$ cat src/rtl/core/tjaew_pkg.sv
// Shared types and constants for the TinyJAMBU AEAD word engine.
package tjaew_pkg;

  localparam int unsigned WordW      = 32;
  localparam int unsigned TagW       = 64;
  localparam int unsigned KeyHalfW   = 64;
  localparam int unsigned StepsPerRnd = 32;
  localparam int unsigned StepsShort = 128 * 5;
  localparam int unsigned StepsLong  = 128 * 8;
  localparam int unsigned RndShort   = StepsShort / StepsPerRnd;
  localparam int unsigned RndLong    = StepsLong / StepsPerRnd;
  localparam int unsigned RndW       = $clog2(RndLong);

  localparam logic [WordW-1:0] FrameNonce = 32'h0000_0010;
  localparam logic [WordW-1:0] FrameAd    = 32'h0000_0030;
  localparam logic [WordW-1:0] FrameText  = 32'h0000_0050;
  localparam logic [WordW-1:0] FrameFinal = 32'h0000_0070;

  typedef enum logic [1:0] {
    ACT_NONCE = 2'd0,
    ACT_AD    = 2'd1,
    ACT_TEXT  = 2'd2,
    ACT_FINAL = 2'd3
  } act_e;

  typedef enum logic [1:0] {
    REG_KEY_LOW  = 2'd0,
    REG_KEY_HIGH = 2'd1,
    REG_DECRYPT  = 2'd2,
    REG_NONE     = 2'd3
  } reg_idx_e;

  // Word 0 is the oldest word of the feedback register.
  typedef logic [3:0][WordW-1:0] fbr_t;

  typedef struct packed {
    logic [WordW-1:0] result_word;
    logic             last_of_run;
    logic             tag_mismatch;
  } res_t;

endpackage

$ cat src/rtl/core/tjaew_if.sv
// Valid/ready channel interfaces: configuration, input items and results.
interface tjaew_cfg_if;
  import tjaew_pkg::*;
  logic                valid;
  logic                ready;
  reg_idx_e            reg_index;
  logic [KeyHalfW-1:0] wdata;
  modport source (output valid, output reg_index, output wdata, input ready);
  modport sink   (input valid, input reg_index, input wdata, output ready);
endinterface

interface tjaew_in_if;
  import tjaew_pkg::*;
  logic             valid;
  logic             ready;
  act_e             action;
  logic [WordW-1:0] data_word;
  logic [TagW-1:0]  expected_tag;
  modport source (output valid, output action, output data_word, output expected_tag,
                  input ready);
  modport sink   (input valid, input action, input data_word, input expected_tag,
                  output ready);
endinterface

interface tjaew_out_if;
  import tjaew_pkg::*;
  logic             valid;
  logic             ready;
  logic [WordW-1:0] result_word;
  logic             last_of_run;
  logic             tag_mismatch;
  modport source (output valid, output result_word, output last_of_run,
                  output tag_mismatch, input ready);
  modport sink   (input valid, input result_word, input last_of_run,
                  input tag_mismatch, output ready);
endinterface

$ cat src/rtl/core/tjaew_round.sv
// One 32-step round of the TinyJAMBU nonlinear feedback register.
module tjaew_round (
  input  tjaew_pkg::fbr_t             state_i,
  input  logic [tjaew_pkg::WordW-1:0] key_word_i,
  output tjaew_pkg::fbr_t             state_o
);
  import tjaew_pkg::*;

  logic [WordW-1:0] tap_a, tap_b, tap_c, tap_d, fb;

  // Taps 47, 70, 85 and 91 of the 128-bit register, 32 at a time.
  assign tap_a = {state_i[2][14:0], state_i[1][31:15]};
  assign tap_b = {state_i[3][5:0],  state_i[2][31:6]};
  assign tap_c = {state_i[3][20:0], state_i[2][31:21]};
  assign tap_d = {state_i[3][26:0], state_i[2][31:27]};
  assign fb    = state_i[0] ^ tap_a ^ ~(tap_b & tap_c) ^ tap_d ^ key_word_i;

  assign state_o = {fb, state_i[3], state_i[2], state_i[1]};

endmodule

$ cat src/rtl/core/tinyjambu_aead_word_engine_top.sv
// Top level of the TinyJAMBU-128 AEAD word engine.
//
// TinyJAMBU-128 engine working one 32-bit word per input beat. The 128-bit
// key and the decrypt flag sit in configuration registers (index 0 key words
// zero/one, index 1 key words two/three, index 2 decrypt mode); write them
// only while the engine is idle. A shared round unit advances the feedback
// register 32 steps per cycle. Associated data and nonce words run a
// 640-step absorb; the first nonce word of a run runs a 1024-step key
// setup before it. A text beat runs a 1024-step run and then hands its
// result to the output register; a finalize beat runs a 1024-step run,
// hands the first tag word over, runs the 640-step absorb and hands the
// second tag word over. Results sit in a one-beat output register, so the
// next input beat is taken while a result still waits; the engine only
// pauses when it has a new result and the output register is still full.
// Three nonce words in a row complete one nonce; a fourth starts a fresh
// initialisation, as does a nonce after any other action. tag_mismatch is
// only ever set on the second tag word of a finalize in decrypt mode.
module tinyjambu_aead_word_engine_top (
  input  logic  clk_i,
  input  logic  rst_ni,
  tjaew_cfg_if.sink   cfg_i,
  tjaew_in_if.sink    in_i,
  tjaew_out_if.source out_o
);
  import tjaew_pkg::*;

  typedef enum logic [1:0] {
    ST_IDLE,
    ST_RUN,
    ST_PUSH
  } state_e;

  typedef enum logic [1:0] {
    PH_KEYSETUP,
    PH_MAIN,
    PH_TAG2
  } phase_e;

  // Configuration
  logic [KeyHalfW-1:0] key_low_q, key_high_q;
  logic                decrypt_q;

  // Control
  state_e          state_q, state_d;
  phase_e          phase_q, phase_d;
  logic [RndW-1:0] rnd_q, rnd_d;
  logic [1:0]      nonce_idx_q, nonce_idx_d;
  fbr_t            fbr_q, fbr_d;
  logic            out_vld_q, out_vld_d;
  logic            lo_ok_q, lo_ok_d;

  // Beat payload and pending result
  act_e             act_q;
  logic [WordW-1:0] word_q;
  logic [TagW-1:0]  exp_q;
  res_t             pend_q, pend_d;
  res_t             out_q;

  logic             in_acc, cfg_acc, out_free, out_load;
  logic             run_long, rnd_last;
  logic [WordW-1:0] key_word, plain, res_word;
  fbr_t             fbr_rnd;

  assign in_acc   = in_i.valid & in_i.ready;
  assign cfg_acc  = cfg_i.valid & cfg_i.ready;
  assign out_free = ~out_vld_q | out_o.ready;
  assign out_load = (state_q == ST_PUSH) & out_free;

  assign in_i.ready  = (state_q == ST_IDLE);
  assign cfg_i.ready = 1'b1;

  assign out_o.valid        = out_vld_q;
  assign out_o.result_word  = out_q.result_word;
  assign out_o.last_of_run  = out_q.last_of_run;
  assign out_o.tag_mismatch = out_q.tag_mismatch;

  // Key schedule: word n mod 4 on round n, rounds counted from each run start
  always_comb begin
    case (rnd_q[1:0])
      2'd0:    key_word = key_low_q[WordW-1:0];
      2'd1:    key_word = key_low_q[KeyHalfW-1:WordW];
      2'd2:    key_word = key_high_q[WordW-1:0];
      default: key_word = key_high_q[KeyHalfW-1:WordW];
    endcase
  end

  tjaew_round u_round (
    .state_i    (fbr_q),
    .key_word_i (key_word),
    .state_o    (fbr_rnd)
  );

  // Long runs: key setup, and the main run of text and finalize beats
  assign run_long = (phase_q == PH_KEYSETUP) |
                    ((phase_q == PH_MAIN) & ((act_q == ACT_TEXT) | (act_q == ACT_FINAL)));
  assign rnd_last = run_long ? (rnd_q == RndW'(RndLong - 1)) : (rnd_q == RndW'(RndShort - 1));

  assign res_word = fbr_rnd[2] ^ word_q;
  assign plain    = decrypt_q ? res_word : word_q;

  always_comb begin
    state_d     = state_q;
    phase_d     = phase_q;
    rnd_d       = rnd_q;
    nonce_idx_d = nonce_idx_q;
    fbr_d       = fbr_q;
    lo_ok_d     = lo_ok_q;
    pend_d      = pend_q;
    out_vld_d   = out_vld_q;

    if (out_load) begin
      out_vld_d = 1'b1;
    end else if (out_o.ready) begin
      out_vld_d = 1'b0;
    end

    case (state_q)
      ST_IDLE: begin
        if (in_acc) begin
          state_d = ST_RUN;
          rnd_d   = '0;
          phase_d = PH_MAIN;
          case (in_i.action)
            ACT_NONCE: begin
              nonce_idx_d = (nonce_idx_q >= 2'd2) ? 2'd0 : nonce_idx_q + 2'd1;
              if (nonce_idx_q == 2'd0) begin
                fbr_d   = '0;
                phase_d = PH_KEYSETUP;
              end else begin
                fbr_d[1] = fbr_q[1] ^ FrameNonce;
              end
            end
            ACT_AD: begin
              nonce_idx_d = 2'd0;
              fbr_d[1]    = fbr_q[1] ^ FrameAd;
            end
            ACT_TEXT: begin
              nonce_idx_d = 2'd0;
              fbr_d[1]    = fbr_q[1] ^ FrameText;
            end
            default: begin
              nonce_idx_d = 2'd0;
              fbr_d[1]    = fbr_q[1] ^ FrameFinal;
            end
          endcase
        end
      end

      ST_RUN: begin
        fbr_d = fbr_rnd;
        rnd_d = rnd_q + RndW'(1);
        if (rnd_last) begin
          rnd_d = '0;
          case (phase_q)
            PH_KEYSETUP: begin
              fbr_d[1] = fbr_rnd[1] ^ FrameNonce;
              phase_d  = PH_MAIN;
            end
            PH_MAIN: begin
              case (act_q)
                ACT_TEXT: begin
                  fbr_d[3] = fbr_rnd[3] ^ plain;
                  pend_d   = '{result_word: res_word, last_of_run: 1'b1,
                               tag_mismatch: 1'b0};
                  state_d  = ST_PUSH;
                end
                ACT_FINAL: begin
                  lo_ok_d = (fbr_rnd[2] == exp_q[WordW-1:0]);
                  pend_d  = '{result_word: fbr_rnd[2], last_of_run: 1'b0,
                              tag_mismatch: 1'b0};
                  state_d = ST_PUSH;
                end
                default: begin
                  // nonce and associated data: absorb the word, done
                  fbr_d[3] = fbr_rnd[3] ^ word_q;
                  state_d  = ST_IDLE;
                end
              endcase
            end
            default: begin
              pend_d = '{result_word: fbr_rnd[2], last_of_run: 1'b1,
                         tag_mismatch: decrypt_q &
                           ~(lo_ok_q & (fbr_rnd[2] == exp_q[TagW-1:WordW]))};
              state_d = ST_PUSH;
            end
          endcase
        end
      end

      ST_PUSH: begin
        if (out_free) begin
          if ((act_q == ACT_FINAL) && (phase_q == PH_MAIN)) begin
            // second tag word: re-frame and run the short absorb
            fbr_d[1] = fbr_q[1] ^ FrameFinal;
            phase_d  = PH_TAG2;
            rnd_d    = '0;
            state_d  = ST_RUN;
          end else begin
            state_d = ST_IDLE;
          end
        end
      end

      default: state_d = ST_IDLE;
    endcase
  end

  always_ff @(posedge clk_i or negedge rst_ni) begin
    if (!rst_ni) begin
      state_q     <= ST_IDLE;
      phase_q     <= PH_MAIN;
      rnd_q       <= '0;
      nonce_idx_q <= 2'd0;
      fbr_q       <= '0;
      lo_ok_q     <= 1'b0;
      out_vld_q   <= 1'b0;
    end else begin
      state_q     <= state_d;
      phase_q     <= phase_d;
      rnd_q       <= rnd_d;
      nonce_idx_q <= nonce_idx_d;
      fbr_q       <= fbr_d;
      lo_ok_q     <= lo_ok_d;
      out_vld_q   <= out_vld_d;
    end
  end

  // Payload registers
  always_ff @(posedge clk_i) begin
    if (in_acc) begin
      act_q  <= in_i.action;
      word_q <= in_i.data_word;
      exp_q  <= in_i.expected_tag;
    end
    pend_q <= pend_d;
    if (out_load) begin
      out_q <= pend_q;
    end
  end

  // Configuration registers; a write to an unused index is dropped
  always_ff @(posedge clk_i or negedge rst_ni) begin
    if (!rst_ni) begin
      key_low_q  <= '0;
      key_high_q <= '0;
      decrypt_q  <= 1'b0;
    end else if (cfg_acc) begin
      case (cfg_i.reg_index)
        REG_KEY_LOW:  key_low_q  <= cfg_i.wdata;
        REG_KEY_HIGH: key_high_q <= cfg_i.wdata;
        REG_DECRYPT:  decrypt_q  <= cfg_i.wdata[0];
        default: ;
      endcase
    end
  end

  // Checks
  a_busy_after_beat: assert property (@(posedge clk_i) disable iff (!rst_ni)
    in_acc |=> (state_q == ST_RUN))
    else $error("engine not running after an accepted beat");

  a_rnd_in_range: assert property (@(posedge clk_i) disable iff (!rst_ni)
    (state_q == ST_RUN) |-> (rnd_q <= RndW'(RndLong - 1)))
    else $error("round counter out of range");

  a_mismatch_on_last: assert property (@(posedge clk_i) disable iff (!rst_ni)
    (out_vld_q && out_q.tag_mismatch) |-> (out_q.last_of_run && decrypt_q))
    else $error("tag mismatch flagged on a non-final result");

  a_nonce_idx: assert property (@(posedge clk_i) disable iff (!rst_ni)
    nonce_idx_q != 2'd3)
    else $error("nonce word counter escaped its range");

endmodule
$ cat src/flat_wrapper.sv
// flat-port wrapper written by rule: the top's interface ports become plain ports
module tinyjambu_aead_word_engine_top_flat import tjaew_pkg::*;
  (clk_i, rst_ni, cfg_i_valid, cfg_i_reg_index, cfg_i_wdata, cfg_i_ready, in_i_valid, in_i_action, in_i_data_word, in_i_expected_tag, in_i_ready, out_o_valid, out_o_result_word, out_o_last_of_run, out_o_tag_mismatch, out_o_ready);
  tjaew_cfg_if cfg_i_i ();
  tjaew_in_if in_i_i ();
  tjaew_out_if out_o_i ();
  input  logic clk_i;
  input  logic rst_ni;
  input wire logic [$bits(cfg_i_i.valid)-1:0] cfg_i_valid;
  input wire logic [$bits(cfg_i_i.reg_index)-1:0] cfg_i_reg_index;
  input wire logic [$bits(cfg_i_i.wdata)-1:0] cfg_i_wdata;
  output wire logic [$bits(cfg_i_i.ready)-1:0] cfg_i_ready;
  input wire logic [$bits(in_i_i.valid)-1:0] in_i_valid;
  input wire logic [$bits(in_i_i.action)-1:0] in_i_action;
  input wire logic [$bits(in_i_i.data_word)-1:0] in_i_data_word;
  input wire logic [$bits(in_i_i.expected_tag)-1:0] in_i_expected_tag;
  output wire logic [$bits(in_i_i.ready)-1:0] in_i_ready;
  output wire logic [$bits(out_o_i.valid)-1:0] out_o_valid;
  output wire logic [$bits(out_o_i.result_word)-1:0] out_o_result_word;
  output wire logic [$bits(out_o_i.last_of_run)-1:0] out_o_last_of_run;
  output wire logic [$bits(out_o_i.tag_mismatch)-1:0] out_o_tag_mismatch;
  input wire logic [$bits(out_o_i.ready)-1:0] out_o_ready;
  assign cfg_i_i.valid = cfg_i_valid;
  assign cfg_i_i.reg_index = cfg_i_reg_index;
  assign cfg_i_i.wdata = cfg_i_wdata;
  assign cfg_i_ready = cfg_i_i.ready;
  assign in_i_i.valid = in_i_valid;
  assign in_i_i.action = in_i_action;
  assign in_i_i.data_word = in_i_data_word;
  assign in_i_i.expected_tag = in_i_expected_tag;
  assign in_i_ready = in_i_i.ready;
  assign out_o_valid = out_o_i.valid;
  assign out_o_result_word = out_o_i.result_word;
  assign out_o_last_of_run = out_o_i.last_of_run;
  assign out_o_tag_mismatch = out_o_i.tag_mismatch;
  assign out_o_i.ready = out_o_ready;
  tinyjambu_aead_word_engine_top u_core (.clk_i(clk_i), .rst_ni(rst_ni), .cfg_i(cfg_i_i), .in_i(in_i_i), .out_o(out_o_i));
endmodule
$ cat config.mk
export PLATFORM = sky130hd
export DESIGN_NAME = tinyjambu_aead_word_engine_top_flat
export DESIGN_NICKNAME = d
export VERILOG_FILES = /design/src/rtl/core/tjaew_pkg.sv /design/src/rtl/core/tjaew_if.sv /design/src/rtl/core/tjaew_round.sv /design/src/rtl/core/tinyjambu_aead_word_engine_top.sv /design/src/flat_wrapper.sv
export SDC_FILE = /design/constraint.sdc
export NUM_CORES = 1
export LEC_CHECK = 0
export ABC_CLOCK_PERIOD_IN_PS = 10000
export BUFFER_PORTS_ARGS = -buffer_cell sky130_fd_sc_hd__buf_2
export CAP_MARGIN = 25
export CORE_MARGIN = 3
export CORE_UTILIZATION = 40
export DETAILED_ROUTE_END_ITERATION = 12
export GPL_ROUTABILITY_DRIVEN = 0
export HOLD_SLACK_MARGIN = 0.02
export PLACE_DENSITY = 0.58
export SLEW_MARGIN = 20
export SYNTH_ARGS = -nofsm -noshare
export SYNTH_HDL_FRONTEND = slang
export SYNTH_SLANG_ARGS = --single-unit
$ cat constraint.sdc
create_clock -name clk_i -period 10 [get_ports clk_i]
set_clock_uncertainty 0.05 [all_clocks]
set_input_delay 1 -clock clk_i [delete_from_list [all_inputs] [get_ports clk_i]]
set_output_delay 1 -clock clk_i [all_outputs]
set_load 0.05 [all_outputs]
* After elaboration in Yosys (flattened, before gate mapping)
Index checks and enable logic that the tools add are counted.
** Operators by class
- Div/mod/pow operators :: 0
- Order comparisons :: 1
- $add $sub $neg :: 2
- Eq/ne operators :: 27
- Reductions and logical operators :: 24
- Multipliers :: 0
- Bitwise logic cells :: 26
- Multiplexer cells :: 46
- Shift operators :: 0
** Operators by type and width (count)
- $pmux W32 S3 :: 3
- $mux W32 :: 7
- $xor A32 B32 Y32 :: 7
- $pmux W34 S2 :: 2
- $mux W128 :: 1
- $mux W64 :: 2
- $pmux W32 S2 :: 2
- $pmux W64 S2 :: 1
- $eq A32 B32 Y1 :: 2
- $and A32 B32 Y32 :: 1
- $not A32 Y32 :: 1
- $mux W5 :: 6
- $mux W2 :: 12
- $reduce_and A4 Y1 :: 5
- $reduce_and A6 Y1 :: 3
- $pmux W5 S3 :: 1
- $ne A2 B2 Y1 const B :: 7
- $eq A2 B2 Y1 const B :: 6
- $logic_not A2 Y1 :: 6
- $pmux W2 S3 :: 2
- $eq A2 B1 Y1 const B :: 5
- $eq A5 B5 Y1 const B :: 2
- $reduce_and A2 Y1 :: 4
- $mux W7 :: 1
- other kinds (17) :: 37
** Storage, ports and cells
- Memories kept :: 0
- Output and inout port bits :: 37
- Bits in writable memories :: 0
- Bits in latches :: 0
- Register bits :: 436
- Memory bits (read-only) :: 0
- Logic and storage cells :: 151
- Input bits :: 169

* Longest topological paths before layout
Gate-level depths: netlist (run 1).
- Word-level depth :: 10
- Gate-level depth with buffers :: 10

* By module
From an unflattened synthesis (run 1), not the netlist that was laid out.
** Second synthesis, totals
- Cells, all modules :: 1552
- Area total of the unflattened synthesis :: 20339.5 um^2
** By module, submodules not included
- tinyjambu_aead_word_engine_top :: cells an instance 1328, sequential area each 11742.5 um^2, area an instance 18217.5 um^2, times used 1
- tjaew_round :: cells an instance 224, sequential area each 0.0 um^2, area an instance 2122.0 um^2, times used 1

* Worst setup path before layout (run 1)
No wires, ideal clock.
- Kind :: register to register
- Start :: register u_core.rnd_q[0]
- End :: register u_core.pend_q[0] (netlist name) (enable)
- Setup slack :: 5.727 ns
- Arrival time :: 3.749 ns
- Stages on the path, launching flop included :: 7
- Clock period less this slack :: 4.273 ns
- Path through :: dfrtp_1 ha_1 clkbuf_2 nand4_2 nor3_1 nor2_1 nor3b_1
** Between the ends
- Word-level cells in the longest chain between the ends :: 3
- Elaborated cells between the ends (all ways) :: 4
- Classes of those cells :: 2 x eq/ne; 1 x mux; 1 x reduce/logical
** Ends and longest elaborated chain
- start, declared :: RTL line tinyjambu_aead_word_engine_top.sv:46 : logic [RndW-1:0] rnd_q, rnd_d;
- start signal, assigned :: RTL line tinyjambu_aead_word_engine_top.sv:220 : rnd_q <= rnd_d;
- $eq A5 B5 Y1 :: RTL line tinyjambu_aead_word_engine_top.sv:96 : assign rnd_last = run_long ? (rnd_q == RndW'(RndLong - 1)) : (rnd_q == RndW'(RndShort - 1));
- $mux W1 (*) :: RTL line tinyjambu_aead_word_engine_top.sv:96
- $reduce_and A4 Y1 (no line) (*)
- end signal, assigned :: RTL line tinyjambu_aead_word_engine_top.sv:235 : pend_q <= pend_d;
- end, declared :: RTL line tinyjambu_aead_word_engine_top.sv:56 : res_t pend_q, pend_d;
Every way passes the cells marked *; elsewhere a longest branch is shown, timed or not.
A chain may end at the register's enable or synchronous reset.

* Final worst setup path (run 1)
- Start :: register u_core.state_q[1]
- End :: register u_core.fbr_q[40] (netlist name)
** Between the ends
- Word-level cells in the longest chain between the ends :: 4
- Elaborated cells between the ends (all ways) :: 13
- Classes of those cells :: 7 x eq/ne; 1 x mux; 2 x bitwise; 3 x reduce/logical
** Ends and longest elaborated chain
- start, declared :: RTL line tinyjambu_aead_word_engine_top.sv:44 : state_e state_q, state_d;
- start signal, assigned :: RTL line tinyjambu_aead_word_engine_top.sv:218 : state_q <= state_d;
- $logic_not A2 Y1 :: RTL line tinyjambu_aead_word_engine_top.sv:69, tinyjambu_aead_word_engine_top.sv:117
- $and A1 B1 Y1 :: RTL line tinyjambu_aead_word_engine_top.sv:64 : assign in_acc = in_i.valid & in_i.ready;
- $ne A2 B2 Y1 (no line)
- $reduce_and A7 Y1 (no line)
- end signal, assigned :: RTL line tinyjambu_aead_word_engine_top.sv:222 : fbr_q <= fbr_d;
- end, declared :: RTL line tinyjambu_aead_word_engine_top.sv:48 : fbr_t fbr_q, fbr_d;
Parallel ways exist; a longest one is shown, timed or not.

==> flow_metrics.env, run 1 <==
export IMPL_clock_latency_ns=0.59
export IMPL_rows=81
export IMPL_clock_path_buffers=3
export IMPL_final_core_util_pct=47.2
export IMPL_synth_largest_area_cell="dfrtp_1"
export IMPL_critical_path_class="reg2reg"
export IMPL_stdcell_area_um2=23200
export IMPL_synth_edf_count=166
export IMPL_swShare_pct=36.9
export IMPL_relSlewSlack_pct=33.0
export IMPL_stdcell_count=2361
export IMPL_cp_arrival_ns=3.52
export IMPL_synthDistinctLibCells=55
export IMPL_area_delta_synth_final_pct=16.6
export IMPL_setup_viol=0
export IMPL_clock_fmax_mhz=319
export IMPL_post_cts_buffers=0
export IMPL_critPathCaptureType="flip-flop"
export IMPL_netlist_instances=1483
export IMPL_yosys_area_top_type_share_pct=33.9
export IMPL_vdd_ir_drop_max_mv=0.151
export IMPL_nNetsFinal=1832
export IMPL_ant_nets=0
export IMPL_via_per_inst=5.33
export IMPL_syn_avg_cell_area_um2=13.4
export IMPL_die_x_um=229
export IMPL_fp_dieH_um=229
export IMPL_wire_per_inst_um=23.1
export IMPL_cts_buffers=48
export IMPL_ys_seq_elements=436
export IMPL_track_usage_pct=20.6
export IMPL_cp_max_fo=61
export IMPL_reg2reg_from="u_core.state_q[1]"
export IMPL_finalWorstSetupSlack_ns=6.87
export IMPL_final_min_clock_period_ns=3.13
export IMPL_yosys_top_cells_area="dfrtp_1 34%, edfxtp_1 25%, mux2_2 7.5%"
export IMPL_final_cell_mix="269 x dfrtp_1, 203 x buf_2, 166 x edfxtp_1, 145 x xnor2_1, 135 x nand2_1"
export IMPL_vias=12584
export IMPL_dr_pass1_iters=6
export IMPL_timing_hold_ws_ns=0.238
export IMPL_worst_pin_slew_ns=1.01
export IMPL_grt_max_degree=126
export IMPL_port_buffers=204
export IMPL_layout_commonest_cell="dfrtp_1"
export IMPL_intPower_mw=4.96
export IMPL_boundaryPins=206
export IMPL_clock_sinks=436
export IMPL_synth_warnings=0
export IMPL_drive_above_1_share_pct=27.2
export IMPL_dp_cells=2265
export IMPL_leakage_nw=9.56
export IMPL_grt_pass1_wl_um=81800
export IMPL_die_area_um2=52400
export IMPL_antenna_found_initial=3
export IMPL_grt_pass1_vias=12893
export IMPL_initial_core_util_pct=40.5
export IMPL_finalMaxSlewViolations=0
export IMPL_hp_class="in2async"
export IMPL_rsz0062_at_grt="no"
export IMPL_root_buffer="clkbuf_16"
export IMPL_hold_viol_final=0
export IMPL_cts_clk_slew_worst_paths_ns=0.06
export IMPL_cts_htree_levels=2
export IMPL_async_flop_share_pct=61.9
export IMPL_rr_worst_depth=10
export IMPL_status="finished clean"
export IMPL_maxCapViolCount=0
export IMPL_cts_resized=0
export IMPL_grt_overflow=0
export IMPL_drc=0
export IMPL_yosys_most_used_dff="dfrtp_1"
export IMPL_required_ns=10.39
export IMPL_dpl_hpwl_um=36300
export IMPL_r2r_end="u_core.fbr_q[40]"
export IMPL_final_fill_count=4431
export IMPL_syn_area_um2=19900
export IMPL_drtIter0Drc=1056
export IMPL_ys_seq_area_share_pct=59.1
export IMPL_dp_slack_ns=6.65
export IMPL_p_comb_share_pct=40.4
export IMPL_power_switching_mw=2.91
export IMPL_synth_fp_nets=1660
export IMPL_ctsHoldBuffers=0
export IMPL_finalSetupTns_ns=0
export IMPL_core_um2=49100
export IMPL_r2r_setup_slack_ns=6.87
export IMPL_clock_power_share_pct=22.5
export IMPL_power_share_sequential_pct=37.1
export IMPL_total_power_mw=7.86
export IMPL_fin_crit_sh_pct=31.3
export IMPL_drt_wl_total_um=54400
export IMPL_powerDensity_nw_per_um2=339
export IMPL_post_dp_cell_area_um2=21500
export IMPL_cts_tree="yes"
export IMPL_startpoint_type="flip-flop"
-- registers in the layout, indices dropped and copies added, names as in the netlist, 2 cells and up --
| register | count |
|---|---|
| u_core.nonce_idx_q | 2 |
| u_core.exp_q | 64 |
| u_core.rnd_q | 5 |
| u_core.phase_q | 2 |
| u_core.out_o.result_word | 32 |
| u_core.word_q | 32 |
| u_core.key_high_q | 64 |
| u_core.state_q | 2 |
| u_core.act_q | 2 |
| u_core.key_low_q | 64 |
| u_core.pend_q | 34 |
| u_core.fbr_q | 128 |
-- synth_stat cells (all sizes together), types with 4 or more instances --
cell and number:
dfrtp 269, edfxtp 166, xnor2 145, nand2 135, mux2 132, a22o 97, xor2 80, buf 66
clkbuf 49, nor2 42, o21ai 42, a21oi 40, nor2b 37, a222oi 32, nand4b 32, xnor3 32
nor4 13, ha 8, inv 8, nand4 8, or2 6, a31oi 5, nand3 4, nand3b 4
nor3 4
-- layout make-up --
type	instances	area [µm²]	share of cell area (%)
Multi-Input combinational cell	923	7620	32.9
Sequential cell	436	11700	50.7
Timing Repair Buffer	237	1360	5.89
Clock buffer	66	1340	5.79
Clock inverter	23	225	0.972
Tap cell	664	831	3.59
Antenna cell	3	7.51	0.0324
Inverter	9	36.3	0.157
-- metal layers --
metal	routed length [µm]	track usage, %	vias to the layer above
li1	-	-	5685
met1	23700	28.6	6403
met2	25400	32.3	409
met3	3780	4.47	85
met4	1600	7.10	2
met5	7	0	-
-- power groups by stage --
stage	Combinational (mW)	Clock, mW	Sequential, mW
global placement	3.09	0	2.94
floorplan	2.47	0	2.70
CTS	3.16	1.81	2.91
finish	3.18	1.77	2.92
global route	3.44	1.89	2.96
detailed placement	3.14	0	2.94
-- how the worst max path moves through the flow --
stage,endpoint,cells past startpoint,from,slack (ns)
2_1_floorplan,u_core.pend_q[0],6,u_core.rnd_q[0],5.73
3_3_place_gp,u_core.fbr_q[34],7,in_i_action[1],6.68
3_5_place_dp,u_core.fbr_q[40],7,in_i_action[1],6.65
4_1_cts,u_core.fbr_q[40],9,u_core.state_q[1],6.75
5_1_grt,u_core.fbr_q[42],10,u_core.state_q[1],6.65
6_report,u_core.fbr_q[40],10,u_core.state_q[1],6.87
-- critical path, stage by stage, from the launching register on --
cell and delay (ns):
dfrtp_1 0.38, inv_1 0.10, ha_1 0.19, buf_4 0.30
nor2b_1 0.24, a31oi_4 0.16, buf_4 0.41, buf_16 0.30
or2_1 0.15, buf_4 0.47, o21ai_0 0.20
-- cell families (layout without fill, tap and decap cells) --
group	count (synthesis)	count (layout)	synth area share, %
buffers and inverters	124	335	2.84
multiplexers	134	134	7.58
AO/OA/AOI/OAI	230	230	8.81
flip-flops	436	436	59.1
other	1	4	0.0189
adder cells (fa/ha/maj)	8	8	0.504
AND/OR/NAND/NOR	293	293	7.61
XOR/XNOR	257	257	13.5
No activity file was read; power rests on OpenSTA's default activity.
==> inputs of run 2 (changes only) <==
ABC_CLOCK_PERIOD_IN_PS = 3000   (was 10000)
clock period = 3 ns   (was 10 ns; I/O delays follow)
==> run 2 against run 1 <==
  * Non-clock buffer count rose by 185
  * Worst setup slack got worse by 6.4 ns
  * Design area rose by 8.1%
==> flow_metrics.env, run 2 (synthesized netlist as in run 1, its figures left out) <==
export IMPL_track_usage_pct=22.8
export IMPL_finalMaxSlewViolations=0
export IMPL_finalWorstSetupSlack_ns=0.474
export IMPL_rows=81
export IMPL_fin_crit_sh_pct=84.2
export IMPL_vdd_ir_drop_max_mv=0.660
export IMPL_hp_start="cfg_i_reg_index[0]"
export IMPL_required_ns=3.46
export IMPL_crit_chain="buf_4 > nand2_1 > nor2_2 > inv_1 > o21ai_2 > nand2_1 > o21ai_0 > a21bo_2"
export IMPL_fp_dieH_um=229
export IMPL_ctsHoldBuffers=165
export IMPL_critPathSlowestCell="edfxtp_1"
export IMPL_dp_slack_ns=0.490
export IMPL_critPathCaptureType="flip-flop"
export IMPL_final_min_clock_period_ns=2.53
export IMPL_via_per_inst=5.31
export IMPL_leakage_nw=10.4
export IMPL_dpl_hpwl_um=40900
export IMPL_largest_register="u_core.fbr_q"
export IMPL_grt_overflow=0
export IMPL_drive_above_1_share_pct=25.5
export IMPL_die_area_um2=52400
export IMPL_clock_latency_ns=0.59
export IMPL_startpoint_type="flip-flop"
export IMPL_holdPathEnd="u_core.decrypt_q"
export IMPL_hp_class="in2reg"
export IMPL_cp_max_fo=35
export IMPL_dr_pass1_iters=6
export IMPL_maxCapViolCount=0
export IMPL_clock_path_buffers=3
export IMPL_finalSetupTns_ns=0
export IMPL_r2r_end="u_core.phase_q[0]"
export IMPL_antenna_found_initial=0
export IMPL_path_common_cell="nand2_1"
export IMPL_relSlewSlack_pct=36.8
export IMPL_ant_nets=0
export IMPL_timing_hold_ws_ns=0.0907
export IMPL_vias=13496
export IMPL_num_antenna_cells=0
export IMPL_final_cell_mix="269 x dfrtp_1, 203 x buf_2, 166 x edfxtp_1, 165 x dlygate4sd3_1, 145 x xnor2_1"
export IMPL_boundaryPins=206
export IMPL_clock_fmax_mhz=396
export IMPL_core_um2=49100
export IMPL_reg2reg_from="u_core.act_q[1]"
export IMPL_path_buf_inv=2
export IMPL_worst_pin_slew_ns=0.949
export IMPL_grt_max_degree=100
export IMPL_stdcell_area_um2=25000
export IMPL_drtIter0Drc=1257
export IMPL_cts_buffers=47
export IMPL_die_x_um=229
export IMPL_slowest_delay_ns=0.50
export IMPL_whs_path_depth=3
export IMPL_grt_pass1_wl_um=89800
export IMPL_cts_clk_slew_worst_paths_ns=0.06
export IMPL_post_cts_buffers=0
export IMPL_stdcell_count=2542
export IMPL_hold_viol_final=0
export IMPL_final_fill_count=4208
export IMPL_layout_commonest_cell="dfrtp_1"
export IMPL_critPathTopFamily="compound AO/OA/AOI/OAI gates"
export IMPL_rsz0062_at_grt="no"
export IMPL_wire_per_inst_um=23.5
export IMPL_drc=0
export IMPL_status="finished clean"
export IMPL_port_buffers=204
export IMPL_clock_sinks=436
export IMPL_initial_core_util_pct=40.5
export IMPL_critical_path_class="reg2reg"
export IMPL_cts_tree="yes"
export IMPL_rr_worst_depth=8
export IMPL_largest_register_ffs=128
export IMPL_setup_viol=0
export IMPL_powerDensity_nw_per_um2=1080
export IMPL_dp_cells=2289
export IMPL_root_buffer="clkbuf_16"
export IMPL_nNetsFinal=2016
export IMPL_post_dp_cell_area_um2=21800
export IMPL_cts_htree_levels=2
export IMPL_r2r_setup_slack_ns=0.47
export IMPL_drt_wl_total_um=59900
export IMPL_cts_resized=0
export IMPL_area_delta_synth_final_pct=25.9
export IMPL_grt_pass1_vias=13755
export IMPL_cp_arrival_ns=2.99
## run 2: stage by stage
step	power [mW]	utilization, %
floorplan	17.2	-
global placement	20.7	44.5
detailed placement	20.9	44.5
CTS	27.0	51.0
global route	28.2	51.0
finish	26.9	51.0
## run 2: final cells by class
type,instances,area (µm²),area share (%)
inverters,9,37.5,0.150
well taps,664,831,3.32
clock buffers,66,1300,5.19
repair buffers,422,3260,13.0
multi-input cells,923,7620,30.4
clock inverters,22,245,0.980
flip-flops and latches,436,11700,46.9
## run 2: power by group
| group | internal [mW] | switching [mW] | total, mW |
|---|---|---|---|
| Combinational | 5.50 | 5.80 | 11.3 |
| Sequential | 7.92 | 1.82 | 9.75 |
| Clock | 3.46 | 2.43 | 5.88 |
## run 2: how the worst max path moves through the flow
stage                 startpoint                 to  slack (ns)  cells past startpoint
3_5_place_dp     u_core.act_q[1]  u_core.phase_q[0]        0.49                      8
5_1_grt          u_core.act_q[1]  u_core.phase_q[0]        0.27                      8
4_1_cts          u_core.act_q[1]  u_core.phase_q[0]        0.48                      8
2_1_floorplan  u_core.state_q[0]    u_core.act_q[0]        0.04                      5
6_report         u_core.act_q[1]  u_core.phase_q[0]        0.47                      8
3_3_place_gp     u_core.act_q[1]  u_core.phase_q[0]        0.53                      8
## run 2: tightest hold or removal path, stage by stage
cell	delay, ns
buf_2	0.11
nand3b_1	0.12
mux2_2	0.15
## run 2: layer usage
metal	wire length, µm	track usage (%)	up-vias
li1	-	-	6035
met1	27000	32.8	6881
met2	27600	36.0	497
met3	3880	3.73	83
met4	1420	6.31	0
met5	0	0	-
